## config.mk

```make
export PLATFORM = sky130hd
export DESIGN_NAME = mtf_runlength_codelen_encoder
export DESIGN_NICKNAME = d
export VERILOG_FILES = /design/src/rtl/core/mrc_pkg.sv /design/src/rtl/core/mrc_cell.sv /design/src/rtl/core/mrc_mtf_list.sv /design/src/rtl/core/mrc_run_digits.sv /design/src/rtl/core/mtf_runlength_codelen_encoder.sv
export SDC_FILE = /design/constraint.sdc
export NUM_CORES = 1
export LEC_CHECK = 0
export BUFFER_PORTS_ARGS = -buffer_cell sky130_fd_sc_hd__buf_2
export CORE_MARGIN = 8
export CORE_UTILIZATION = 50
export CTS_BUF_LIST = sky130_fd_sc_hd__clkbuf_2 sky130_fd_sc_hd__clkbuf_4 sky130_fd_sc_hd__clkbuf_8
export DETAILED_ROUTE_END_ITERATION = 16
export PLACE_DENSITY = 0.66
export SLEW_MARGIN = 0
export SYNTH_ARGS = -nofsm -noshare
export SYNTH_HDL_FRONTEND = slang
export SYNTH_SLANG_ARGS = --single-unit
```

## constraint.sdc

```tcl
create_clock -name clk -period 11.9 [get_ports clk]
set_input_delay 2.38 -clock clk [delete_from_list [all_inputs] [get_ports clk]]
set_output_delay 2.38 -clock clk [all_outputs]
set_load 0.05 [all_outputs]
```

## src/rtl/core/mrc_pkg.sv

```systemverilog
package mrc_pkg;

	localparam int LEN_W      = 5;
	localparam int LIST_DEPTH = 28;
	localparam int POS_W      = 5;
	localparam int MAX_CODES  = 512;
	localparam int RUN_W      = 10;
	localparam int DIG_W      = RUN_W + 1;
	localparam int NCNT_W     = 4;
	localparam int META_W     = 5;
	localparam int CODE_W     = 16;
	localparam int BITS_W     = 5;
	localparam int META_COUNT = 29;
	localparam int TABLE_LEN_SHIFT = 27;

	localparam logic [LEN_W-1:0] TOP_LENGTH = LEN_W'(27);
	localparam logic [RUN_W-1:0] RUN_MAX    = RUN_W'(MAX_CODES);
	localparam logic [RUN_W-1:0] RUN_CAP    = RUN_W'(MAX_CODES - 1);
	localparam logic [META_W-1:0] MTF_BASE  = META_W'(2);

	localparam logic [31:0] META_TABLE [META_COUNT] = '{
		32'h10000000, 32'h1c000000, 32'h12000000, 32'h1d000000, 32'h26000000,
		32'h26800000, 32'h2f000000, 32'h37400000, 32'h37600000, 32'h37800000,
		32'h3fa00000, 32'h3fb00000, 32'h3fc00000, 32'h3fd00000, 32'h47e00000,
		32'h47e80000, 32'h47f00000, 32'h4ff80000, 32'h57fc0000, 32'h5ffe0000,
		32'h67ff0000, 32'h77ff8000, 32'h7fffa000, 32'h7fffb000, 32'h7fffc000,
		32'h7fffd000, 32'h7fffe000, 32'h87fff000, 32'h87fff800
	};

	typedef enum logic [1:0] {
		ST_IDLE,
		ST_CHG,
		ST_FLUSH
	} state_t;

	typedef struct packed {
		logic             load;
		logic             step;
		logic [RUN_W-1:0] run;
	} run_ctl_t;

	typedef struct packed {
		logic [NCNT_W-1:0] left;
		logic              digit;
	} run_sts_t;

	function automatic logic [31:0] meta_entry(input logic [META_W-1:0] sym);
		if (sym < META_W'(META_COUNT))
			return META_TABLE[sym];
		return META_TABLE[sym - META_W'(META_COUNT)];
	endfunction

	function automatic logic [BITS_W-1:0] meta_bits(input logic [META_W-1:0] sym);
		logic [31:0] e;
		e = meta_entry(sym);
		return e[31:TABLE_LEN_SHIFT];
	endfunction

	function automatic logic [CODE_W-1:0] meta_word(input logic [META_W-1:0] sym);
		logic [31:0] e;
		logic [TABLE_LEN_SHIFT-1:0] code;
		logic [BITS_W-1:0] sh;
		e    = meta_entry(sym);
		code = e[TABLE_LEN_SHIFT-1:0];
		sh   = BITS_W'(TABLE_LEN_SHIFT) - e[31:TABLE_LEN_SHIFT];
		code = code >> sh;
		return code[CODE_W-1:0];
	endfunction

endpackage

```

## src/rtl/core/mrc_cell.sv

```systemverilog
module mrc_cell (
	input  logic                      clk,
	input  logic                      arst_n,
	input  logic [mrc_pkg::LEN_W-1:0] init_val,
	input  logic [mrc_pkg::LEN_W-1:0] key,
	input  logic [mrc_pkg::LEN_W-1:0] left_val,
	input  logic                      found_in,
	input  logic                      is_tail,
	input  logic                      upd,
	input  logic                      clear,
	output logic [mrc_pkg::LEN_W-1:0] val,
	output logic                      found_out,
	output logic                      hit
);
	import mrc_pkg::*;

	logic [LEN_W-1:0] val_q;
	logic             match;

	assign match     = (val_q == key);
	assign found_out = found_in | match;
	assign hit       = !found_in && (match || is_tail);
	assign val       = val_q;

	always_ff @(posedge clk or negedge arst_n) begin
		if (!arst_n) begin
			val_q <= init_val;
		end else if (clear) begin
			val_q <= init_val;
		end else if (upd && !found_in) begin
			val_q <= left_val;
		end
	end

endmodule

```

## src/rtl/core/mrc_mtf_list.sv

```systemverilog
module mrc_mtf_list (
	input  logic                      clk,
	input  logic                      arst_n,
	input  logic [mrc_pkg::LEN_W-1:0] key,
	input  logic [mrc_pkg::LEN_W-1:0] prev,
	input  logic                      upd,
	input  logic                      clear,
	output logic [mrc_pkg::POS_W-1:0] pos
);
	import mrc_pkg::*;

	logic [LIST_DEPTH-1:0] found;
	logic [LIST_DEPTH-1:0] hit;
	logic [LEN_W-1:0]      vals [LIST_DEPTH];

	assign found[0] = 1'b0;
	assign vals[0]  = prev;

	for (genvar k = 0; k < LIST_DEPTH; k++) begin : g_cell
		if (k < LIST_DEPTH - 1) begin : g_mid
			mrc_cell u_cell (
				.clk      (clk),
				.arst_n   (arst_n),
				.init_val (LEN_W'(k + 1)),
				.key      (key),
				.left_val (vals[k]),
				.found_in (found[k]),
				.is_tail  (1'b0),
				.upd      (upd),
				.clear    (clear),
				.val      (vals[k+1]),
				.found_out(found[k+1]),
				.hit      (hit[k])
			);
		end else begin : g_tail
			mrc_cell u_cell (
				.clk      (clk),
				.arst_n   (arst_n),
				.init_val (LEN_W'(k + 1)),
				.key      (key),
				.left_val (vals[k]),
				.found_in (found[k]),
				.is_tail  (1'b1),
				.upd      (upd),
				.clear    (clear),
				.val      (),
				.found_out(),
				.hit      (hit[k])
			);
		end
	end

	always_comb begin
		pos = '0;
		for (int i = 0; i < LIST_DEPTH; i++) begin
			if (hit[i])
				pos = pos | POS_W'(i);
		end
	end

endmodule

```

## src/rtl/core/mrc_run_digits.sv

```systemverilog
module mrc_run_digits (
	input  logic              clk,
	input  logic              arst_n,
	input  mrc_pkg::run_ctl_t ctl,
	output mrc_pkg::run_sts_t sts
);
	import mrc_pkg::*;

	function automatic logic [NCNT_W-1:0] top_bit(input logic [DIG_W-1:0] v);
		logic [NCNT_W-1:0] n;
		n = '0;
		for (int i = 1; i < DIG_W; i++) begin
			if (v[i])
				n = NCNT_W'(i);
		end
		return n;
	endfunction

	logic [DIG_W-1:0]  d_q;
	logic [NCNT_W-1:0] n_q;
	logic [DIG_W-1:0]  load_v;
	logic [NCNT_W-1:0] idx;

	assign load_v    = DIG_W'(ctl.run) + DIG_W'(1);
	assign idx       = n_q - NCNT_W'(1);
	assign sts.left  = n_q;
	assign sts.digit = (n_q != '0) ? d_q[idx] : 1'b0;

	always_ff @(posedge clk or negedge arst_n) begin
		if (!arst_n) begin
			n_q <= '0;
		end else if (ctl.load) begin
			n_q <= top_bit(load_v);
		end else if (ctl.step && n_q != '0) begin
			n_q <= idx;
		end
	end

	always_ff @(posedge clk) begin
		if (ctl.load)
			d_q <= load_v;
	end

endmodule

```

## src/rtl/core/mtf_runlength_codelen_encoder.sv

```systemverilog
// Move-to-front / run-length coder for Huffman code-length tables.
// Input channel (in_valid/in_ready): one code length per word, last_item on
// the final length of a table. Output channel (out_valid/out_ready): one
// metacode per word with its fixed-table code word and bit count;
// last_of_burst marks the final word caused by one input word.
// An input word is taken while the sequencer is idle; its R results then
// leave one per cycle while the receiver takes them (R is 0..10: run digits,
// then one move-to-front symbol unless the table ends in a run). A length
// that only extends the run gives no result unless last_item is set.
// Results come from the single digit/symbol sequencer feeding the output
// register; the 28-cell move-to-front row searches combinationally and shifts
// when the symbol is emitted. in_ready is high only while the sequencer is
// idle. A stalled receiver holds the output register and the sequencer waits
// on it; nothing is lost. Reset (arst_n low) returns the list to 1..28 and
// clears the previous length and run count; the same state is restored
// in-line, alongside the final result of a word with last_item set.
module mtf_runlength_codelen_encoder (
	input  logic                       clk,
	input  logic                       arst_n,
	input  logic                       in_valid,
	output logic                       in_ready,
	input  logic [mrc_pkg::LEN_W-1:0]  code_length,
	input  logic                       last_item,
	output logic                       out_valid,
	input  logic                       out_ready,
	output logic [mrc_pkg::META_W-1:0] meta_symbol,
	output logic [mrc_pkg::CODE_W-1:0] code_word,
	output logic [mrc_pkg::BITS_W-1:0] code_bits,
	output logic                       last_of_burst
);
	import mrc_pkg::*;

	state_t            state_q, state_d;
	logic [LEN_W-1:0]  c_q;
	logic              last_q;
	logic [LEN_W-1:0]  prev_q, prev_d;
	logic [RUN_W-1:0]  run_q, run_d;

	logic              out_valid_q;
	logic [META_W-1:0] sym_q;
	logic [CODE_W-1:0] word_q;
	logic [BITS_W-1:0] bits_q;
	logic              lob_q;

	logic              accept;
	logic              can_emit;
	logic [LEN_W-1:0]  c_in;
	logic              eq_in;
	logic [RUN_W-1:0]  run_inc;
	logic [RUN_W-1:0]  run_cap;

	logic              emit;
	logic [META_W-1:0] emit_sym;
	logic              emit_lob;
	logic              mtf_upd;
	logic              mtf_clear;
	logic [POS_W-1:0]  pos;

	run_ctl_t          rctl;
	run_sts_t          rsts;

	assign in_ready = (state_q == ST_IDLE);
	assign accept   = in_valid && in_ready;
	assign can_emit = !out_valid_q || out_ready;
	assign c_in     = (code_length > TOP_LENGTH) ? TOP_LENGTH : code_length;
	assign eq_in    = (c_in == prev_q);
	assign run_inc  = (run_q < RUN_MAX) ? run_q + RUN_W'(1) : run_q;
	assign run_cap  = (run_q > RUN_CAP) ? RUN_CAP : run_q;

	mrc_mtf_list u_list (
		.clk   (clk),
		.arst_n(arst_n),
		.key   (c_q),
		.prev  (prev_q),
		.upd   (mtf_upd),
		.clear (mtf_clear),
		.pos   (pos)
	);

	mrc_run_digits u_digits (
		.clk   (clk),
		.arst_n(arst_n),
		.ctl   (rctl),
		.sts   (rsts)
	);

	always_comb begin
		state_d   = state_q;
		prev_d    = prev_q;
		run_d     = run_q;
		rctl      = '0;
		emit      = 1'b0;
		emit_sym  = '0;
		emit_lob  = 1'b0;
		mtf_upd   = 1'b0;
		mtf_clear = 1'b0;
		case (state_q)
			ST_IDLE: begin
				if (accept) begin
					if (eq_in) begin
						run_d = run_inc;
						if (last_item) begin
							rctl.load = 1'b1;
							rctl.run  = run_inc;
							state_d   = ST_FLUSH;
						end
					end else begin
						rctl.load = 1'b1;
						rctl.run  = run_cap;
						state_d   = ST_CHG;
					end
				end
			end
			ST_CHG: begin
				if (can_emit) begin
					emit = 1'b1;
					if (rsts.left != '0) begin
						emit_sym  = META_W'(rsts.digit);
						rctl.step = 1'b1;
					end else begin
						emit_sym = META_W'(pos) + MTF_BASE;
						emit_lob = 1'b1;
						mtf_upd  = 1'b1;
						prev_d   = c_q;
						run_d    = '0;
						if (last_q) begin
							mtf_clear = 1'b1;
							prev_d    = '0;
						end
						state_d = ST_IDLE;
					end
				end
			end
			ST_FLUSH: begin
				if (can_emit) begin
					emit      = 1'b1;
					emit_sym  = META_W'(rsts.digit);
					rctl.step = 1'b1;
					if (rsts.left == NCNT_W'(1)) begin
						emit_lob  = 1'b1;
						mtf_clear = 1'b1;
						prev_d    = '0;
						run_d     = '0;
						state_d   = ST_IDLE;
					end
				end
			end
			default: begin
				state_d = ST_IDLE;
			end
		endcase
	end

	always_ff @(posedge clk or negedge arst_n) begin
		if (!arst_n) begin
			state_q     <= ST_IDLE;
			prev_q      <= '0;
			run_q       <= '0;
			out_valid_q <= 1'b0;
		end else begin
			state_q <= state_d;
			prev_q  <= prev_d;
			run_q   <= run_d;
			if (emit)
				out_valid_q <= 1'b1;
			else if (out_ready)
				out_valid_q <= 1'b0;
		end
	end

	always_ff @(posedge clk) begin
		if (accept) begin
			c_q    <= c_in;
			last_q <= last_item;
		end
		if (emit) begin
			sym_q  <= emit_sym;
			word_q <= meta_word(emit_sym);
			bits_q <= meta_bits(emit_sym);
			lob_q  <= emit_lob;
		end
	end

	assign out_valid     = out_valid_q;
	assign meta_symbol   = sym_q;
	assign code_word     = word_q;
	assign code_bits     = bits_q;
	assign last_of_burst = lob_q;

endmodule
```

### Word level (Yosys, flattened, before mapping)

Memory sizes are Yosys's and may differ from the RTL's.
Index checks and enable logic that the tools add are counted.

| storage, ports and cells | value |
|---|---|
| bits in registers | 201 |
| bits in latches | 0 |
| bits in writable memories | 0 |
| memory bits (read-only) | 2048 |
| input port bits | 10 |
| output and inout port bits | 29 |
| logic and storage cells | 500 |
| memories | 2 |

Memories:

| name | words | bits a word | read ports | clocked after memory_dff | wr ports | line | text |
|---|---|---|---|---|---|---|---|
| (name not given) | 32 | 32 | 1 | 0 | 0 | mrc_pkg.sv:50 | `return META_TABLE[sym - META_W'(META_COUNT)];` |
| (name not given) | 32 | 32 | 1 | 0 | 0 | mrc_pkg.sv:49 | `return META_TABLE[sym];` |

| cells by class | value |
|---|---|
| add/sub/neg operators | 6 |
| multiply operators | 0 |
| divide/modulo/power cells | 0 |
| magnitude comparators | 7 |
| equal/unequal tests | 38 |
| shift operators | 1 |
| mux-type cells | 261 |
| bitwise gates (word level) | 28 |
| reductions and logical operators | 118 |

Operator list:

| cell | count |
|---|---|
| 5-bit two-way mux | 114 |
| 10-bit two-way mux | 27 |
| 32-bit two-way mux | 8 |
| 5-bit equality test | 28 |
| 4-bit two-way mux | 30 |
| 2-bit nonzero test | 30 |
| 1-bit logical AND | 54 |
| 1-bit two-way mux | 48 |
| 2-bit two-way mux | 21 |
| 10-bit case mux with 3 select lines | 1 |
| 1-bit zero test | 27 |
| 27-bit by 5-bit right shift with 16-bit output | 1 |
| 1-bit OR | 26 |
| 5-bit case mux with 2 select lines | 2 |
| 6-bit >= comparator (second input constant) | 2 |
| 3-bit two-way mux | 4 |
| 5-bit NOT with 6-bit output | 2 |
| 10-bit by 1-bit adder with 11-bit output (second input constant) | 1 |
| 10-bit by 1-bit adder with 10-bit output (second input constant) | 1 |
| 10-bit by 9-bit > comparator with 1-bit output (second input constant) | 1 |
| 10-bit less-than comparator (second input constant) | 1 |
| 2-bit != test (second input constant) | 4 |
| 1-bit case mux with 2 select lines | 4 |
| 7-bit AND reduction | 1 |
| 20 further kinds | 21 |

### Logic depth before layout (Yosys ltp)

| logic depth | value |
|---|---|
| depth after elaboration | 47 |
| depth in mapped cells | 29 |
| gate-level depth less buffers | 24 |

### Least setup slack after synthesis

No wires, ideal clock.

| timing path | value |
|---|---|
| path type | input to register |
| start point | input port out_ready |
| end point | register word_q[8] (netlist: code_word[8]), data pin |
| setup time | 0.260 ns |
| arrival | 6.923 ns |
| required time | 11.640 ns |
| slack | 4.716 ns |
| stages on the path | 23 |
| buffers on the path | 2 |
| cell sequence | nand2b_1 > nand2_1 > or3_1 > o21ai_0 > o21bai_1 > or2_2 > clkbuf_1 > inv_1 > ha_1 > inv_1 > nand2_1 > or3_1 > a32o_1 > buf_6 > a211oi_2 > nor2_1 > ha_1 > xor2_1 > nor2_1 > nand2_1 > o22ai_1 > a311o_1 > o2bb2ai_1 |

| between the ends | value |
|---|---|
| longest elaborated chain between the ends | 14 |
| elaborated cells between the ends (all ways) | 24 |
| those cells by class | add/sub (2); order compare (1); shift (1); mux (15); bitwise (2); reduce/logical (1); memory (2) |

Ends and longest elaborated chain:

| what | line | text |
|---|---|---|
| start: declaration | mtf_runlength_codelen_encoder.sv:25 | `input logic out_ready,` |
| 1-bit logical OR (*) | mtf_runlength_codelen_encoder.sv:64 | `assign can_emit = !out_valid_q \|\| out_ready;` |
| 1-bit two-way mux or 5-bit two-way mux (tied branches) | mtf_runlength_codelen_encoder.sv:135, mtf_runlength_codelen_encoder.sv:115 |  |
| 5-bit two-way mux | mtf_runlength_codelen_encoder.sv:97 | `case (state_q)` |
| 5-bit case mux with 2 select lines (*) | mtf_runlength_codelen_encoder.sv:97 |  |
| named net emit_sym[0] | mtf_runlength_codelen_encoder.sv:53 | `logic [META_W-1:0] emit_sym;` |
| parallel branches: the longest is 6 deep, another holds memory 32 x 32 bit | n/a |  |
| 32-bit two-way mux (*) | mrc_pkg.sv:50 |  |
| 32-bit two-way mux (*) | mtf_runlength_codelen_encoder.sv:176 | `if (emit) begin` |
| 5-bit subtractor | mrc_pkg.sv:65 | `sh = BITS_W'(TABLE_LEN_SHIFT) - e[31:TABLE_LEN_SHIFT];` |
| 27-bit by 5-bit right shift with 16-bit output (*) | mrc_pkg.sv:66 | `code = code >> sh;` |
| end signal: assignment | mtf_runlength_codelen_encoder.sv:178 | `word_q <= meta_word(emit_sym);` |
| end: declaration | mtf_runlength_codelen_encoder.sv:41 | `logic [CODE_W-1:0] word_q;` |

Mark *: on every way through the listed nets, which the timed path passes. The select of a mux whose other input is x is not followed.
A chain may end at the register's enable or synchronous reset.

### Worst setup path after layout

| timing path | value |
|---|---|
| start point | register c_q[4] |
| end point | register word_q[8] (netlist: code_word[8]), data pin |

| between the ends | value |
|---|---|
| longest elaborated chain between the ends | 47 |
| elaborated cells between the ends (all ways) | 157 |
| those cells by class | add/sub (3); order compare (1); eq/ne (27); shift (1); mux (43); bitwise (28); reduce/logical (52); memory (2) |

Ends and longest elaborated chain:

| what | line | text |
|---|---|---|
| start: declaration | mtf_runlength_codelen_encoder.sv:34 | `logic [LEN_W-1:0] c_q;` |
| start signal: assignment | mtf_runlength_codelen_encoder.sv:173 | `c_q <= c_in;` |
| 5-bit equality test | mrc_cell.sv:20 | `assign match = (val_q == key);` |
| 1-bit zero test or 1-bit OR (tied branches) | mrc_cell.sv:22, mrc_cell.sv:21 |  |
| 1-bit logical AND (tied with other cells) | mrc_cell.sv:22 | `assign hit = !found_in && (match \|\| is_tail);` |
| 1-bit two-way mux (tied with other cells) | mrc_mtf_list.sv:56 | `if (hit[i])` |
| 2-bit two-way mux (tied with other cells) (2 in a row) | mrc_mtf_list.sv:56 |  |
| 3-bit two-way mux (tied with other cells) (4 in a row) | mrc_mtf_list.sv:56 |  |
| 4-bit two-way mux (tied with other cells) (8 in a row) | mrc_mtf_list.sv:56 |  |
| 5-bit two-way mux (tied with other cells) (9 in a row) | mrc_mtf_list.sv:56 |  |
| (+7 left out) | n/a |  |
| 5-bit two-way mux (*) | mtf_runlength_codelen_encoder.sv:115 | `if (can_emit) begin` |
| 5-bit two-way mux (*) | mtf_runlength_codelen_encoder.sv:97 |  |
| 5-bit case mux with 2 select lines (*) | mtf_runlength_codelen_encoder.sv:97 |  |
| parallel branches: the longest is 6 deep, another holds memory 32 x 32 bit | n/a |  |
| 32-bit two-way mux (*) | mrc_pkg.sv:50 |  |
| 32-bit two-way mux (*) | mtf_runlength_codelen_encoder.sv:176 |  |
| 5-bit subtractor | mrc_pkg.sv:65 |  |
| 27-bit by 5-bit right shift with 16-bit output (*) | mrc_pkg.sv:66 |  |

Every way passes the cells marked *. The select of a mux whose other input is x is not followed.

==> metrics.csv <==
stage,metric,value,unit
timing,Worst slew margin,26.1,%
hold_path,Hold Path Class,flip-flop to flip-flop,
die,die area,31800,um2
setup_path,CP startpoint kind,flip-flop,
cts,H-tree depth,2,
layout,Antenna Cells,0,
logic_synthesis,number of synthesized register bits,201,
logic_synthesis,Synth Cell Area,13200,um2
timing,Clock Skews,0.0238,ns
layout,# nets final,1531,
die,Initial Util,50.7,%
cts,clock buffer depth,3,
timing,Finish-stage setup viols,0,
outcome,outcome,"finished, final reports clean",
routing,post-route ant nets,0,
logic_synthesis,number of synthesized flops with an enable pin,44,
logic_synthesis,top-area cell type share of the netlist area,17.7,%
layout,area of the multi-input gates,7080,um2
cts,cts bufs inserted,38,
timing,Worst Hold Margin,0.494,ns
placement,GPL Wtd Cong,0.926,
timing,Worst-Margin Slew,1.11,ns
die,core region area,26000,um2
die,# IOs,39,
setup_path,CP arrival,8.48,ns
logic_synthesis,synth top area cells,"dfrtp_1 (18%), dfstp_2 (13%), edfxtp_1 (10%), xnor2_1 (5.2%), xor2_1 (5.0%)",
power,maximum vdd ir drop,178,uV
grt,initial antenna violation count,0,
cts,CTS clock-pin slew for the worst setup and hold paths,0.06,ns
logic_synthesis,"Avg Cell Area, Syn",8.92,um2
layout,ratio of cells with drive above 1 in the final layout,15.8,%
logic_synthesis,Yosys top cell by area,dfrtp_1,
layout,Reg area,5330,um2
routing,vias per cell,5.77,
routing,DRT Wirelength,32500,um
timing,fin crit share,69.1,%
grt,pin count of the biggest net entering global routing,89,
flow_run,max_cap viols,0,
timing,Peak Freq,0.122,GHz
timing,Max Transition Viols Final,0,
grt,GR Util All Layers,20.5,%
cts,"Hold-fix buffers, CTS",0,
setup_path,CP Class,flip-flop to flip-flop,
placement,IO Port Bufs,38,
logic_synthesis,synth warn,0,
die,Die X,178,um
setup_path,family with the most delay on the worst path,simple AND/OR/NAND/NOR gates,
power,leakage,5.85,nW
grt,vias in the first global route,10537,
logic_synthesis,Cells after Synth,1478,
setup_path,CP max stage cell,nor3_1,
logic_synthesis,"Net Count, Synth",1517,
logic_synthesis,"Seq/Total Area, Yosys",40.4,%
setup_path,R2R Setup Slk,3.68,ns
die,overall die height,178,um
cts,CTS tree,built,
routing,via count,10706,
cts,Clock Latency Late Sink,0.54,ns
logic_synthesis,"Primary FF master, synth",dfrtp_1,
timing,unrepaired setup endpoints after global routing,false,
grt,global-route wire length before repair,54000,um
logic_synthesis,Async SR Flop Fraction,78.1,%
grt,total congestion overflow,0,
setup_path,CP required,12.16,ns
setup_path,WP buf/inv,4,
placement,Detail Placement HPWL,21900,um
setup_path,CP Max Fanout,28,
timing,Setup TNS,0,ns
cts,CTS root buf,clkbuf_8,
routing,# DRC,0,
power,Pwr Total,3.91,mW
layout,Layout area overhead,8.22,%
routing,1st-iter DRT viols,918,
setup_path,Worst Setup End Kind,flip-flop,
setup_path,max incr delay on CP,0.80,ns
cts,Setup Buffers After CTS,0,
die,Std-Cell Rows,59,
cts,post-CTS resize count,0,
logic_synthesis,post-synth cell types,98,
timing,final hold vios,0,
routing,WL/cell,17.5,um
cts,clock sink count,201,
timing,min Tclk post-route,8.22,ns
layout,final-layout fill cell count,2385,
routing,Pre-antenna DRT Iters,5,
power,Power Density,274,nW/um2
-- sequential cells by signal, indices dropped and copies added (netlist names) --
name and cells:
c_q 5, code_bits 5, code_word 16, last_of_burst 1, last_q 1, meta_symbol 5
out_valid 1, prev_q 5, run_q 10, state_q 2, u_digits.d_q 11, u_digits.n_q 4
u_list.g_cell.g_mid.u_cell.val 135
-- stage by stage --
| stage | setup WS (ns) | cell area, um2 | instances | util, % |
|---|---|---|---|---|
| after CTS | 3.82 | 14300 | 1857 | 54.9 |
| after detailed placement | 3.85 | 13500 | 1787 | 51.9 |
| final | 3.68 | 14300 | 1857 | 54.9 |
| after global routing | 3.09 | 14300 | 1857 | 54.9 |
| after global placement | 3.94 | 13500 | 1787 | 51.9 |
| after floorplan | 4.72 | 13200 | 1478 | - |
-- cell type report --
| cell class | instances | area share [%] |
|---|---|---|
| timing repair buffer | 56 | 2.32 |
| multi-input combinational | 1109 | 49.6 |
| tap | 335 | 2.94 |
| clock inverter | 11 | 0.430 |
| clock buffer | 59 | 5.03 |
| sequential | 201 | 37.4 |
| inverter | 86 | 2.28 |
-- logic make-up after synthesis --
group	Yosys count	synth area share (%)
simple gates	526	19.3
flops	201	40.4
buf+inv	168	5.96
xor+xnor	153	10.2
mux	47	4.00
fa+ha+maj	29	2.75
compound gates	354	17.4
-- worst register-to-register path: cells and delay by family (launching register included) --
family,cells,cell delay [ns]
compound gates,6,1.64
xor+xnor,2,0.81
fa+ha+maj,3,1.11
buf+inv,4,1.42
flops,1,0.32
mux,1,0.25
simple gates,10,2.42
-- final timing paths --
check,start,to,cells past startpoint
worst min-delay path,u_list.g_cell[17].g_mid.u_cell.val[1],u_list.g_cell[17].g_mid.u_cell.val[1],2
max in group asynchronous,arst_n,u_list.g_cell[22].g_mid.u_cell.val[3],2
worst max-delay path,c_q[4],code_word[8],26
worst min register to register,u_list.g_cell[17].g_mid.u_cell.val[1],u_list.g_cell[17].g_mid.u_cell.val[1],2
worst max register to register,c_q[4],code_word[8],26
min in group asynchronous,arst_n,u_list.g_cell[5].g_mid.u_cell.val[3],1
-- cells in the mapped netlist (13+ instances only) --
cell type	instances
nor2_1	146
dfrtp_1	93
o21ai_0	130
nor3_1	50
nand2_1	142
dfstp_2	64
mux2i_1	32
and2_1	14
a21oi_1	64
xor2_1	75
clkbuf_1	50
ha_1	29
inv_1	80
nand3_1	84
edfxtp_1	44
xnor2_1	78
a31oi_1	13
o31ai_1	24
o22ai_1	15
-- where the power goes --
group | switching (mW) | internal (mW) | total, mW
combinational | 1.18 | 0.701 | 1.89
clock | 0.299 | 0.387 | 0.685
sequential | 0.247 | 1.09 | 1.33
-- per-layer routing --
layer  GRT usage [%]  wire length [um]  vias to the layer above
li1                -                 -                     5227
met1            28.6             15500                     5144
met2            32.7             14800                      292
met3            3.34              1730                       43
met4            5.61               511                        0
met5               0                 0                        -
-- cell usage in the layout (no fill, tap or decap), drive strengths merged, types with 13 or more instances in the layout --
cell type / synthesis / routed
mux2i: 33 / 33
and2: 15 / 15
a31oi: 13 / 13
o31ai: 24 / 24
nand3: 84 / 84
o21ai: 135 / 135
edfxtp: 44 / 44
xnor2: 78 / 78
clkbuf: 51 / 59
dfstp: 64 / 64
dfrtp: 93 / 93
buf: 31 / 56
inv: 84 / 85
o22ai: 15 / 15
ha: 29 / 29
a21oi: 66 / 66
nand2: 143 / 143
xor2: 75 / 75
nor3: 53 / 53
nor2: 147 / 147
Power figures use the tool's default switching activity.
